===== config.mk =====
export PLATFORM = sky130hd
export DESIGN_NAME = heading_pid_turn_controller_unit_flat
export DESIGN_NICKNAME = d
export VERILOG_FILES = /design/src/rtl/hptc_pkg.sv /design/src/rtl/hptc_in_if.sv /design/src/rtl/hptc_out_if.sv /design/src/rtl/heading_pid_turn_controller_unit.sv /design/src/rtl/hptc_mac.sv /design/src/rtl/hptc_qdiv.sv /design/src/flat_wrapper.sv
export SDC_FILE = /design/constraint.sdc
export NUM_CORES = 2
export LEC_CHECK = 0
export ABC_AREA = 1
export BUFFER_PORTS_ARGS = -buffer_cell sky130_fd_sc_hd__buf_2
export CORE_UTILIZATION = 50
export DETAILED_ROUTE_END_ITERATION = 8
export GPL_TIMING_DRIVEN = 0
export PLACE_DENSITY = 0.66
export SLEW_MARGIN = 15
export SYNTH_ARGS = -nofsm -noshare
export SYNTH_HDL_FRONTEND = slang
export SYNTH_SLANG_ARGS = --single-unit

===== constraint.sdc =====
create_clock -name clk -period 13.1 [get_ports clk]
set_input_delay 0.655 -clock clk [delete_from_list [all_inputs] [get_ports clk]]
set_output_delay 0.655 -clock clk [all_outputs]
set_load 0.1 [all_outputs]

===== src/rtl/hptc_pkg.sv =====
// Shared widths, constants, register indexes and types of the heading PID turn controller.
package hptc_pkg;

  localparam int HEAD_W     = 24;
  localparam int ERR_W      = 25;
  localparam int DER_W      = 26;
  localparam int INTEG_W    = 32;
  localparam int GAIN_W     = 16;
  localparam int ELAP_W     = 17;
  localparam int PROD_W     = 49;
  localparam int ACC_W      = 50;
  localparam int NUM_W      = 29;
  localparam int QUOT_W     = 7;
  localparam int DRV_W      = 8;
  localparam int CFG_IDX_W  = 3;
  localparam int CFG_DATA_W = 24;
  localparam int CNT_W      = 3;

  localparam int TICK_MS     = 10;
  localparam int ELAPSED_MAX = 131071;
  localparam int SPEED_DIV   = 2560000;
  localparam int SPEED_MAX   = 127;
  localparam int MUL_LAST    = 3;

  // speed scale 2560000 = 4096 * 625: drop 12 bits, then divide by 625 with a 2^26 reciprocal
  localparam int SCALE_SHIFT = 12;
  localparam int RCP_IN_W    = NUM_W - SCALE_SHIFT;
  localparam int RCP_PROD_W  = 2 * RCP_IN_W;
  localparam int RCP_SHIFT   = 26;
  localparam logic [RCP_IN_W-1:0] RCP_MUL = 17'd107375;

  localparam logic [CFG_IDX_W-1:0] REG_TARGET  = 3'd0;
  localparam logic [CFG_IDX_W-1:0] REG_TIMEOUT = 3'd1;
  localparam logic [CFG_IDX_W-1:0] REG_GAIN_P  = 3'd2;
  localparam logic [CFG_IDX_W-1:0] REG_GAIN_I  = 3'd3;
  localparam logic [CFG_IDX_W-1:0] REG_GAIN_D  = 3'd4;
  localparam logic [CFG_IDX_W-1:0] REG_WINDOW  = 3'd5;

  localparam logic [GAIN_W-1:0] GAIN_P_RST = 16'd223;
  localparam logic [GAIN_W-1:0] WINDOW_RST = 16'd600;

  typedef struct packed {
    logic clr;
    logic vld;
  } mac_ctl_t;

  typedef enum logic [6:0] {
    S_IDLE  = 7'b0000001,
    S_ERR   = 7'b0000010,
    S_INTEG = 7'b0000100,
    S_MUL   = 7'b0001000,
    S_SCALE = 7'b0010000,
    S_DIV   = 7'b0100000,
    S_FIN   = 7'b1000000
  } state_t;

endpackage


===== src/rtl/hptc_in_if.sv =====
// Input channel of the heading PID turn controller: heading sample and run restart flag.
interface hptc_in_if;
  import hptc_pkg::*;
  logic                     valid;
  logic                     ready;
  logic signed [HEAD_W-1:0] heading;
  logic                     start_new;

  modport source (output valid, output heading, output start_new, input ready);
  modport sink (input valid, input heading, input start_new, output ready);
endinterface


===== src/rtl/hptc_out_if.sv =====
// Result channel of the heading PID turn controller: motor drives and brake flag.
interface hptc_out_if;
  import hptc_pkg::*;
  logic                    valid;
  logic                    ready;
  logic signed [DRV_W-1:0] left_drive;
  logic signed [DRV_W-1:0] right_drive;
  logic                    brake;

  modport source (output valid, output left_drive, output right_drive, output brake,
                  input ready);
  modport sink (input valid, input left_drive, input right_drive, input brake,
                output ready);
endinterface


===== src/rtl/heading_pid_turn_controller_unit.sv =====
// Heading PID turn controller: sequencer, run state, config registers and result register.
// Each item steps through S_ERR, S_INTEG, S_MUL, S_SCALE, S_DIV and S_FIN; once a run has
// finished, items go from S_ERR straight to S_FIN. One item is taken at a time, in S_IDLE.
// Shared multiplier: three products in S_MUL; the constant scale uses S_SCALE and S_DIV.
// The result register lets the next item be accepted while a result waits; a second result
// holds the sequencer until the first leaves. Reset (rst_n low, synchronous) clears run state.
module heading_pid_turn_controller_unit import hptc_pkg::*; (
  input  logic                  clk,
  input  logic                  rst_n,
  input  logic                  cfg_we,
  input  logic [CFG_IDX_W-1:0]  cfg_idx,
  input  logic [CFG_DATA_W-1:0] cfg_data,
  hptc_in_if.sink               in_ch,
  hptc_out_if.source            out_ch
);

  state_t                    state_r, state_nxt;
  logic [CNT_W-1:0]          cnt_r, cnt_nxt;

  logic signed [HEAD_W-1:0]  target_r;
  logic [GAIN_W-1:0]         timeout_r;
  logic [GAIN_W-1:0]         gain_p_r;
  logic [GAIN_W-1:0]         gain_i_r;
  logic [GAIN_W-1:0]         gain_d_r;
  logic [GAIN_W-1:0]         window_r;

  logic signed [HEAD_W-1:0]  heading_r;
  logic signed [ERR_W-1:0]   e_r;
  logic signed [DER_W-1:0]   d_r;
  logic signed [ERR_W-1:0]   prev_r;
  logic signed [INTEG_W-1:0] integ_r;
  logic [ELAP_W-1:0]         elapsed_r;
  logic                      finished_r;
  logic                      sat_r;
  logic                      neg_r;

  logic                      out_vld_r;
  logic signed [DRV_W-1:0]   out_left_r;
  logic signed [DRV_W-1:0]   out_right_r;
  logic                      out_brake_r;

  logic                      accept;
  logic                      slot_free;
  logic                      fire;
  logic signed [INTEG_W:0]   isum;
  logic signed [INTEG_W-1:0] integ_new;
  logic [ERR_W-1:0]          mag;
  logic                      sign_chg;
  mac_ctl_t                  mac_ctl;
  logic [GAIN_W-1:0]         mac_gain;
  logic signed [INTEG_W-1:0] mac_opnd;
  logic signed [ACC_W-1:0]   acc;
  logic [ACC_W-1:0]          abs_sum;
  logic [NUM_W-1:0]          num;
  logic                      div_done;
  logic [QUOT_W-1:0]         quot;
  logic [QUOT_W-1:0]         spd_mag;
  logic signed [DRV_W-1:0]   speed;
  logic [ELAP_W:0]           elap_sum;
  logic                      timed_out;

  assign accept    = in_ch.valid && in_ch.ready;
  assign slot_free = !out_vld_r || out_ch.ready;
  assign fire      = (state_r == S_FIN) && slot_free;

  // sequencer
  always_comb begin
    state_nxt = state_r;
    cnt_nxt   = cnt_r;
    case (state_r)
      S_IDLE: begin
        if (in_ch.valid) state_nxt = S_ERR;
      end
      S_ERR: begin
        state_nxt = finished_r ? S_FIN : S_INTEG;
      end
      S_INTEG: begin
        state_nxt = S_MUL;
        cnt_nxt   = '0;
      end
      S_MUL: begin
        cnt_nxt = cnt_r + 1'b1;
        if (cnt_r == CNT_W'(MUL_LAST)) state_nxt = S_SCALE;
      end
      S_SCALE: begin
        state_nxt = S_DIV;
      end
      S_DIV: begin
        if (div_done) state_nxt = S_FIN;
      end
      S_FIN: begin
        if (slot_free) state_nxt = S_IDLE;
      end
      default: begin
        state_nxt = S_IDLE;
      end
    endcase
  end

  always_ff @(posedge clk) begin
    if (!rst_n) begin
      state_r <= S_IDLE;
      cnt_r   <= '0;
    end else begin
      state_r <= state_nxt;
      cnt_r   <= cnt_nxt;
    end
  end

  assign in_ch.ready = (state_r == S_IDLE);

  // configuration registers
  always_ff @(posedge clk) begin
    if (!rst_n) begin
      target_r  <= '0;
      timeout_r <= '0;
      gain_p_r  <= GAIN_P_RST;
      gain_i_r  <= '0;
      gain_d_r  <= '0;
      window_r  <= WINDOW_RST;
    end else if (cfg_we) begin
      case (cfg_idx)
        REG_TARGET:  target_r  <= $signed(cfg_data[HEAD_W-1:0]);
        REG_TIMEOUT: timeout_r <= cfg_data[GAIN_W-1:0];
        REG_GAIN_P:  gain_p_r  <= cfg_data[GAIN_W-1:0];
        REG_GAIN_I:  gain_i_r  <= cfg_data[GAIN_W-1:0];
        REG_GAIN_D:  gain_d_r  <= cfg_data[GAIN_W-1:0];
        REG_WINDOW:  window_r  <= cfg_data[GAIN_W-1:0];
        default: begin
        end
      endcase
    end
  end

  // integral update
  always_comb begin
    isum = $signed({integ_r[INTEG_W-1], integ_r})
         + $signed({{(INTEG_W+1-ERR_W){e_r[ERR_W-1]}}, e_r});
    mag  = e_r[ERR_W-1] ? (ERR_W'(0) - e_r) : e_r;
    integ_new = integ_r;
    if (mag < {{(ERR_W-GAIN_W){1'b0}}, window_r}) begin
      if (isum[INTEG_W] != isum[INTEG_W-1]) begin
        integ_new = isum[INTEG_W] ? {1'b1, {(INTEG_W-1){1'b0}}} : {1'b0, {(INTEG_W-1){1'b1}}};
      end else begin
        integ_new = isum[INTEG_W-1:0];
      end
    end
    sign_chg = (!e_r[ERR_W-1] && (e_r != '0) && prev_r[ERR_W-1])
            || (e_r[ERR_W-1] && !prev_r[ERR_W-1] && (prev_r != '0));
    if (sign_chg || (e_r == '0)) integ_new = '0;
  end

  // multiplier operand select
  always_comb begin
    mac_ctl.clr = (state_r == S_INTEG);
    mac_ctl.vld = (state_r == S_MUL) && (cnt_r < CNT_W'(MUL_LAST));
    case (cnt_r)
      3'd0: begin
        mac_gain = gain_p_r;
        mac_opnd = {{(INTEG_W-ERR_W){e_r[ERR_W-1]}}, e_r};
      end
      3'd1: begin
        mac_gain = gain_d_r;
        mac_opnd = {{(INTEG_W-DER_W){d_r[DER_W-1]}}, d_r};
      end
      default: begin
        mac_gain = gain_i_r;
        mac_opnd = integ_r;
      end
    endcase
  end

  hptc_mac u_mac (
    .clk   (clk),
    .rst_n (rst_n),
    .ctl   (mac_ctl),
    .gain  (mac_gain),
    .opnd  (mac_opnd),
    .acc   (acc)
  );

  assign abs_sum = acc[ACC_W-1] ? (ACC_W'(0) - acc) : acc;
  assign num     = {abs_sum[NUM_W-QUOT_W-1:0], {QUOT_W{1'b0}}}
                 - {{QUOT_W{1'b0}}, abs_sum[NUM_W-QUOT_W-1:0]};

  hptc_qdiv u_qdiv (
    .clk   (clk),
    .rst_n (rst_n),
    .start (state_r == S_SCALE),
    .num   (num),
    .done  (div_done),
    .quot  (quot)
  );

  assign spd_mag   = sat_r ? QUOT_W'(SPEED_MAX) : quot;
  assign speed     = neg_r ? (DRV_W'(0) - {1'b0, spd_mag}) : $signed({1'b0, spd_mag});
  assign elap_sum  = {1'b0, elapsed_r} + (ELAP_W+1)'(TICK_MS);
  assign timed_out = (elapsed_r > {{(ELAP_W-GAIN_W){1'b0}}, timeout_r});

  // datapath registers
  always_ff @(posedge clk) begin
    case (state_r)
      S_IDLE: begin
        if (accept) heading_r <= in_ch.heading;
      end
      S_ERR: begin
        e_r <= $signed({target_r[HEAD_W-1], target_r}) - $signed({heading_r[HEAD_W-1], heading_r});
      end
      S_INTEG: begin
        d_r <= $signed({e_r[ERR_W-1], e_r}) - $signed({prev_r[ERR_W-1], prev_r});
      end
      S_SCALE: begin
        sat_r <= (abs_sum >= ACC_W'(SPEED_DIV));
        neg_r <= acc[ACC_W-1];
      end
      default: begin
      end
    endcase
  end

  // run state
  always_ff @(posedge clk) begin
    if (!rst_n) begin
      prev_r     <= '0;
      integ_r    <= '0;
      elapsed_r  <= '0;
      finished_r <= 1'b0;
    end else if (accept && in_ch.start_new) begin
      prev_r     <= '0;
      integ_r    <= '0;
      elapsed_r  <= '0;
      finished_r <= 1'b0;
    end else if (state_r == S_INTEG) begin
      prev_r  <= e_r;
      integ_r <= integ_new;
    end else if (fire && !finished_r) begin
      if (timed_out) begin
        finished_r <= 1'b1;
      end else if (elap_sum > (ELAP_W+1)'(ELAPSED_MAX)) begin
        elapsed_r <= ELAP_W'(ELAPSED_MAX);
      end else begin
        elapsed_r <= elap_sum[ELAP_W-1:0];
      end
    end
  end

  // result register
  always_ff @(posedge clk) begin
    if (!rst_n) begin
      out_vld_r <= 1'b0;
    end else if (fire) begin
      out_vld_r <= 1'b1;
    end else if (out_ch.ready) begin
      out_vld_r <= 1'b0;
    end
  end

  always_ff @(posedge clk) begin
    if (fire) begin
      if (finished_r || timed_out) begin
        out_left_r  <= '0;
        out_right_r <= '0;
        out_brake_r <= 1'b1;
      end else begin
        out_left_r  <= speed;
        out_right_r <= DRV_W'(0) - speed;
        out_brake_r <= 1'b0;
      end
    end
  end

  assign out_ch.valid       = out_vld_r;
  assign out_ch.left_drive  = out_left_r;
  assign out_ch.right_drive = out_right_r;
  assign out_ch.brake       = out_brake_r;

  a_brake_zero: assert property (@(posedge clk) disable iff (!rst_n)
    out_ch.valid && out_ch.brake |-> out_ch.left_drive == '0 && out_ch.right_drive == '0)
    else $error("brake item carries nonzero drive");

  a_mirror: assert property (@(posedge clk) disable iff (!rst_n)
    out_ch.valid |-> out_ch.right_drive == DRV_W'(0) - out_ch.left_drive)
    else $error("right drive is not the negated left drive");

  a_range: assert property (@(posedge clk) disable iff (!rst_n)
    out_ch.valid |-> out_ch.left_drive != {1'b1, {(DRV_W-1){1'b0}}})
    else $error("drive outside saturation range");

  a_busy: assert property (@(posedge clk) disable iff (!rst_n)
    accept |=> !in_ch.ready)
    else $error("item accepted while previous item in progress");

  a_finish: assert property (@(posedge clk) disable iff (!rst_n)
    $rose(finished_r) |-> out_vld_r && out_brake_r)
    else $error("timeout reached without brake item");

endmodule


===== src/rtl/hptc_mac.sv =====
// Shared gain multiplier with registered product and signed accumulator.
module hptc_mac import hptc_pkg::*; (
  input  logic                      clk,
  input  logic                      rst_n,
  input  mac_ctl_t                  ctl,
  input  logic        [GAIN_W-1:0]  gain,
  input  logic signed [INTEG_W-1:0] opnd,
  output logic signed [ACC_W-1:0]   acc
);

  logic signed [PROD_W-1:0] prod_r;
  logic                     pvld_r;
  logic signed [ACC_W-1:0]  acc_r;
  logic signed [GAIN_W:0]   gain_s;

  assign gain_s = $signed({1'b0, gain});

  always_ff @(posedge clk) begin
    prod_r <= gain_s * opnd;
  end

  always_ff @(posedge clk) begin
    if (!rst_n) begin
      pvld_r <= 1'b0;
      acc_r  <= '0;
    end else begin
      pvld_r <= ctl.vld;
      if (ctl.clr) begin
        acc_r <= '0;
      end else if (pvld_r) begin
        acc_r <= acc_r + $signed({{(ACC_W-PROD_W){prod_r[PROD_W-1]}}, prod_r});
      end
    end
  end

  assign acc = acc_r;

endmodule


===== src/rtl/hptc_qdiv.sv =====
// Constant speed-scale divider: reciprocal multiply with registered operand and quotient.
module hptc_qdiv import hptc_pkg::*; (
  input  logic              clk,
  input  logic              rst_n,
  input  logic              start,
  input  logic [NUM_W-1:0]  num,
  output logic              done,
  output logic [QUOT_W-1:0] quot
);

  logic [RCP_IN_W-1:0]   y_r;
  logic                  busy_r;
  logic [QUOT_W-1:0]     quot_r;
  logic [RCP_PROD_W-1:0] prod;

  assign prod = y_r * RCP_MUL;

  always_ff @(posedge clk) begin
    if (!rst_n) begin
      busy_r <= 1'b0;
    end else begin
      busy_r <= start;
    end
  end

  always_ff @(posedge clk) begin
    if (start) begin
      y_r <= num[NUM_W-1:SCALE_SHIFT];
    end
    if (busy_r) begin
      quot_r <= prod[RCP_SHIFT+QUOT_W-1:RCP_SHIFT];
    end
  end

  assign done = busy_r;
  assign quot = quot_r;

endmodule


===== src/flat_wrapper.sv =====
// flat-port wrapper written by rule: the top's interface ports become plain ports
module heading_pid_turn_controller_unit_flat import hptc_pkg::*;
  (clk, rst_n, cfg_we, cfg_idx, cfg_data, in_ch_valid, in_ch_heading, in_ch_start_new, in_ch_ready, out_ch_valid, out_ch_left_drive, out_ch_right_drive, out_ch_brake, out_ch_ready);
  hptc_in_if in_ch_i ();
  hptc_out_if out_ch_i ();
  input  logic clk;
  input  logic rst_n;
  input  logic cfg_we;
  input  logic [CFG_IDX_W-1:0] cfg_idx;
  input  logic [CFG_DATA_W-1:0] cfg_data;
  input wire logic [$bits(in_ch_i.valid)-1:0] in_ch_valid;
  input wire logic [$bits(in_ch_i.heading)-1:0] in_ch_heading;
  input wire logic [$bits(in_ch_i.start_new)-1:0] in_ch_start_new;
  output wire logic [$bits(in_ch_i.ready)-1:0] in_ch_ready;
  output wire logic [$bits(out_ch_i.valid)-1:0] out_ch_valid;
  output wire logic [$bits(out_ch_i.left_drive)-1:0] out_ch_left_drive;
  output wire logic [$bits(out_ch_i.right_drive)-1:0] out_ch_right_drive;
  output wire logic [$bits(out_ch_i.brake)-1:0] out_ch_brake;
  input wire logic [$bits(out_ch_i.ready)-1:0] out_ch_ready;
  assign in_ch_i.valid = in_ch_valid;
  assign in_ch_i.heading = in_ch_heading;
  assign in_ch_i.start_new = in_ch_start_new;
  assign in_ch_ready = in_ch_i.ready;
  assign out_ch_valid = out_ch_i.valid;
  assign out_ch_left_drive = out_ch_i.left_drive;
  assign out_ch_right_drive = out_ch_i.right_drive;
  assign out_ch_brake = out_ch_i.brake;
  assign out_ch_i.ready = out_ch_ready;
  heading_pid_turn_controller_unit u_core (.clk(clk), .rst_n(rst_n), .cfg_we(cfg_we), .cfg_idx(cfg_idx), .cfg_data(cfg_data), .in_ch(in_ch_i), .out_ch(out_ch_i));
endmodule

# After elaboration in Yosys (flattened, before gate mapping)
# Cells that the tools add are included.
dict set report totals {
  reg_bits 409
  in_bits 57
  output_inout_bits 19
  word_cells 126
}
dict set report classes {
  add_sub_neg 11
  mul 2
  order_cmp 5
  n_eq_ne 19
  muxes 21
  bitwise_logic 3
  reduce_logical 38
}
# operator count
set ops {}
lappend ops {{32-bit two-way mux} 4}
lappend ops {{32-bit one-hot mux with 2 select lines} 1}
lappend ops {{50-bit by 49-bit adder with 50-bit output} 1}
lappend ops {{50-bit by 22-bit >= comparator with 1-bit output, second input constant} 1}
lappend ops {{50-bit two-way mux} 1}
lappend ops {{25-bit nonzero test} 2}
lappend ops {{1-bit by 50-bit subtractor with 50-bit output, first input constant} 1}
lappend ops {{17-bit by 32-bit multiplier with 49-bit output} 1}
lappend ops {{7-bit one-hot mux with 7 select lines} 1}
lappend ops {{7-bit two-way mux} 6}
lappend ops {{32-bit by 25-bit adder with 33-bit output} 1}
lappend ops {{17-bit by 17-bit multiplier with 33-bit output, second input constant} 1}
lappend ops {{16-bit one-hot mux with 2 select lines} 1}
lappend ops {{29-bit by 22-bit subtractor with 29-bit output} 1}
lappend ops {{25-bit by 25-bit subtractor with 26-bit output} 1}
lappend ops {{25-bit logical NOT} 1}
lappend ops {{25-bit by 16-bit < comparator with 1-bit output} 1}
lappend ops {{25-bit two-way mux} 1}
lappend ops {{1-bit by 25-bit subtractor with 25-bit output, first input constant} 1}
lappend ops {{24-bit by 24-bit subtractor with 25-bit output} 1}
lappend ops {{17-bit by 4-bit adder with 18-bit output, second input constant} 1}
lappend ops {{18-bit by 17-bit greater-than comparator with 1-bit output, second input constant} 1}
lappend ops {{17-bit by 16-bit greater-than comparator with 1-bit output} 1}
lappend ops {{17-bit two-way mux} 1}
lappend ops {{30 further kinds} 66}

# Depth between registers and ports, before layout
dict set report depth {
  depth_word 7
  ltp_mapped 34
  ltp_nobuf 32
}

# By module
# From an unflattened synthesis, not the netlist that was laid out.
dict set report hier_totals {
  cells_unflattened 7595
  area_unflattened_um2 53880.4
}
# module n_inst cells_per_inst area_each_um2 seq_area_each_um2
set by_module_without_submodules {}
lappend by_module_without_submodules {hptc_mac 1 3686 26172.6 2001.9}
lappend by_module_without_submodules {heading_pid_turn_controller_unit 1 3199 21210.3 6596.3}
lappend by_module_without_submodules {hptc_qdiv 1 710 6497.5 740.7}

# Worst setup path before layout
# Ideal clock, no wire load.
dict set report synth_path {
  kind {register to register}
  startpoint {register u_core.cnt_r[1]}
  endpoint {register u_core.u_mac.prod_r[48]}
  setup_ps 120
  arrival_time_ps 6771
  t_required_ps 12980
  setup_slack_ps 6208
  path_stages_with_launch 27
  path_buffers 3
  period_less_slack_ps 6892
  path_cell_list {dfxtp_1 inv_1 ha_1 inv_1 nor2_1 inv_1 buf_2 buf_1 nor2_1 o22ai_1 clkbuf_1 nor2_1 fa_1 fa_1 fa_1 fa_1 fa_1 inv_1 fa_1 inv_1 ha_1 a21oi_1 o21ai_0 o21bai_1 a221oi_1 nand2_1 xnor2_1}
}
dict set report synth_between {
  elab_chain_len 3
  elab_cells_between_ends 5
  cone_classes {mul: 1; eq/ne: 1; mux: 2; reduce/logical: 1}
}
# element line
set synth_rtl {}
lappend synth_rtl {{start: declaration} heading_pid_turn_controller_unit.sv:18} ;# logic [CNT_W-1:0] cnt_r, cnt_nxt;
lappend synth_rtl {{start signal: assignment} heading_pid_turn_controller_unit.sv:106} ;# cnt_r <= cnt_nxt;
lappend synth_rtl {{3-bit by 1-bit == test with 1-bit output / 3-bit logical NOT (equally long branches)} heading_pid_turn_controller_unit.sv:157} ;# case (cnt_r)
lappend synth_rtl {{16-bit one-hot mux with 2 select lines / 32-bit one-hot mux with 2 select lines (equally long branches)} heading_pid_turn_controller_unit.sv:157}
lappend synth_rtl {{17-bit by 32-bit multiplier with 49-bit output *} hptc_mac.sv:19} ;# prod_r <= gain_s * opnd;
lappend synth_rtl {{end signal: assignment} hptc_mac.sv:19}
lappend synth_rtl {{end: declaration} hptc_mac.sv:11} ;# logic signed [PROD_W-1:0] prod_r;
# Mark *: on every way between the ends. The rest lies on a longest branch, timed or not.
# A chain may end at the register's enable or synchronous reset.

# Worst setup path in the final report
dict set report layout_path {
  startpoint {register u_core.cnt_r[0]}
  endpoint {register u_core.u_mac.prod_r[43]}
}
# Same word-level chain as after synthesis.

==> reports/results.md <==
| Metric | Value |
|---|---|
| Leak Pwr | 27.7 nW |
| Routed wire length | 166000 um |
| Number of filler cells placed in the layout | 9939 |
| Register Area | 0.00934 mm^2 |
| Area of the core | 0.100 mm^2 |
| Measured slew at the worst slew-check pin | 1200 ps |
| Cell area power density | 158 mW/mm^2 |
| Reg power frac | 18.0% |
| Combinational family with the most area after synthesis | adder cells |
| Post-synth EDFFs | 117 |
| Sequential element share of the synthesized area | 18.5% |
| Total global routing track utilization | 32.7% |
| TritonRoute pass-1 iters | 6 |
| Total grt overflow | 0 |
| Worst setup slack after placement | 3910 ps |
| Fraction of registers with async set/reset | 0% |
| NetSw | 0.00437 W |
| Final Cell Area | 0.0542 mm^2 |
| Area overhead of the layout relative to synthesis | 7.57% |
| WP buf/inv | 9 |
| Period Utilization, post-route | 72.2% |
| Slowest Stage Delay on Critical Path | 840 ps |
| Min cycle time layout | 9450 ps |
| Min-delay worst type | input port to flop |
| Compound-cell area share of the yosys netlist | 10.3% |
| Max Buffers Root-to-Sink | 3 |
| Clock slew at the register clock pins of the worst setup and hold paths | 60 ps |
| Number of standard cells in the layout, taps in and fillers out | 8176 |
| Number of slew-limit violations in the final report | 0 |
| CP max-delay cell | clkbuf_1 |
| Root Driver | clkbuf_16 |
| Maximum net fanout on the critical path | 10 |
| Synth area leaders | fa_1 (24%), dfxtp_1 (12%), ha_1 (10%) |
| Post-Syn Area per Cell | 7.51 um^2 |
| CTS Buf Count | 50 |
| Placement Cell Area | 0.0524 mm^2 |
| Area enclosed by the die boundary | 0.102 mm^2 |
| Resized cells post-CTS | 0 |
| Clock tree from TritonCTS | yes |
| Prevailing post-synth register cell | dfxtp_1 |
| Setup fix buffers added after clock tree synthesis | 0 |
| Routed vias/inst | 5.44 |
| Post-synth top area share | 24.3% |
| Adder-cell share of the synthesized area | 34.8% |
| Post-placement cell count | 8081 |
| Cells after Synth | 6701 |
| Internal Pwr Total | 0.00418 W |
| Max_cap viols | 0 |
| Timing-limited maximum frequency | 106 MHz |
| Comb pwr share | 65.3% |
| Data arrival time at the worst-slack endpoint | 9980 ps |
| Number of H-tree branching levels | 2 |
| Number of antenna violations at the first check in global routing | 7 |
| Placer congestion estimate | 0.999 |
| Setup tns final | 0 ps |
| Placement row count | 116 |
| Cell variety after synth | 59 |
| Multiplexer share of the synthesized area | 0.0199% |
| Number of nets in the layout | 7925 |
| Clock sink count | 408 |
| Final Hold Fails | 0 |
| RSZ-0062 raised after global routing | no |
| Sw Share | 51.1% |
| Library cell with the highest instance count after synthesis | inv_1 |
| Total I/O pin count | 76 |
| Library cell occupying the most area in the post-synthesis netlist | fa_1 |
| Worst-case vdd ir drop | 0.000219 V |
| Height of the die | 319 um |
| Number of setup violations in the final report | 0 |
| Simple-gate portion of the synthesized area | 20.9% |
| Clock network fraction of design power | 16.7% |
| Via count of the first global-routing pass | 44500 |
| Dominant delay contributor by cell family on the critical path | adder cells |
| Seq cells post-synth | 408 |
| Kind of end point of the critical path | flop |
| Area of combinational cells with multiple inputs | 0.0353 mm^2 |
| Headroom to the max-slew limit | 19.3% |
| Worst setup SP type | flop |
| Worst-Skew Late Latency | 690 ps |
| Yosys synthesis warning count | 0 |
| Antenna viol nets, final | 0 |
| Outcome | complete, no violations |
| Total via count after detailed routing | 44500 |
| Initial DRC count | 3727 |
| Fraction of final layout cells sized beyond drive strength 1 | 4.22% |
| Count of input and output buffers | 74 |
| Worst setup margin | 3650 ps |
| Summed instance area of the synthesized netlist | 0.0503 mm^2 |
| DRC violation count after routing | 0 |
| Worst Setup Path Type | flop to flop |
| First-pass GRT wire length | 255000 um |
| Synthesized net count | 7791 |
| WL per Instance | 20.3 um |
| Required time at the worst-slack endpoint | 13630 ps |
| Pin count of the biggest net entering global routing | 36 |
| Final worst clock skew | 72.0 ps |
| Hold buffer count at CTS | 0 |
| Xor and xnor area share after synthesis | 4.03% |
| Final HPWL DP | 139000 um |
| Horizontal die dimension | 319 um |
| Commonest cells in the netlist | inv_1 (1339), nand2_1 (1285), nor2_1 (843) |
| Initial core utilization | 50.3% |
area by class of cell:
type / instances / area share, %
diodes: 3 / 0.0139
plain buffers: 157 / 1.17
clock buffers: 67 / 2.69
clock inverters: 25 / 0.471
inverters: 1367 / 9.47
multi-input cells: 4769 / 65.1
flip-flops and latches: 408 / 17.2
well taps: 1298 / 3.00
repair buffers: 82 / 0.804
worst reg2reg max path, delay by kind of cell (launching register included):
family | cells | cell delay [ps]
AND/OR/NAND/NOR | 6 | 710
adder cells (fa/ha/maj) | 8 | 4000
flip-flops | 1 | 380
XOR/XNOR | 1 | 160
buffers and inverters | 9 | 2160
AO/OA/AOI/OAI | 6 | 1970
state kept, by name, indices dropped and copies added (netlist names), 3 cells and up:
| name | cells |
|---|---|
| u_core.e_r | 25 |
| u_core.heading_r | 24 |
| u_core.target_r | 24 |
| u_core.timeout_r | 16 |
| u_core.gain_p_r | 16 |
| u_core.state_r | 7 |
| u_core.u_mac.prod_r | 49 |
| u_core.d_r | 26 |
| u_core.cnt_r | 3 |
| u_core.prev_r | 25 |
| u_core.u_qdiv.quot | 7 |
| u_core.window_r | 16 |
| u_core.gain_i_r | 16 |
| u_core.elapsed_r | 17 |
| u_core.integ_r | 32 |
| u_core.gain_d_r | 16 |
| u_core.u_mac.acc | 50 |
| u_core.out_ch.left_drive | 7 |
| u_core.u_qdiv.y_r | 17 |
| u_core.out_ch.right_drive | 8 |
final timing paths:
| kind | endpoint | slack, ps | start | depth (start not counted) |
|---|---|---|---|---|
| worst max-delay path | u_core.u_mac.prod_r[43] | 3650 | u_core.cnt_r[0] | 30 |
| worst min-delay path | u_core.heading_r[3] | 140 | in_ch_heading[3] | 1 |
| worst max register to register | u_core.u_mac.prod_r[43] | 3650 | u_core.cnt_r[0] | 30 |
| worst min register to register | u_core.elapsed_r[0] | 450 | u_core.elapsed_r[0] | 2 |
power groups by stage:
stage,Sequential [W],Clock [W],Combinational (W)
final,0.00154,0.00143,0.00558
after CTS,0.00154,0.00145,0.00552
after floorplan,0.00152,0,0.00373
after detailed placement,0.00157,0,0.00549
after global placement,0.00157,0,0.00547
after global routing,0.00155,0.00150,0.00622
placed cells by master, fill, tap and decap left out, types with 52 or more instances in the layout:
master / count
buf_2: 109
ha_1: 422
nor3_1: 65
a21oi_1: 423
nand4_1: 59
clkbuf_16: 52
xor2_1: 157
nand2_1: 1285
dfxtp_1: 291
inv_1: 1339
nand3_1: 213
fa_1: 611
clkbuf_1: 116
xnor2_1: 71
edfxtp_1: 117
nor2_1: 842
o21ai_0: 298
logic make-up after synthesis:
kind of cell / count (synthesis)
buffers and inverters: 1524
adders and majority gates: 1033
and+or+nand+nor: 2575
DFF: 408
muxes: 1
xor gates and xnor gates: 230
AOI/OAI and AO/OA: 930
through the flow:
step	hold slack, ps	power, W	util [%]
after floorplan	422	0.00525	-
after global placement	428	0.00704	52.3
after detailed placement	437	0.00706	52.4
after CTS	110	0.00852	54.1
after global routing	123	0.00927	54.1
final	141	0.00856	54.2
per-layer routing:
layer	track usage, %	part of all wire [%]	vias to the layer above
met5	0	0.027	-
met4	12.2	4.0	6
met1	43.5	42	21400
met2	53.2	46	1623
li1	-	-	21200
met3	5.63	7.7	306
Note: power is estimated with default switching activity, not from simulation.
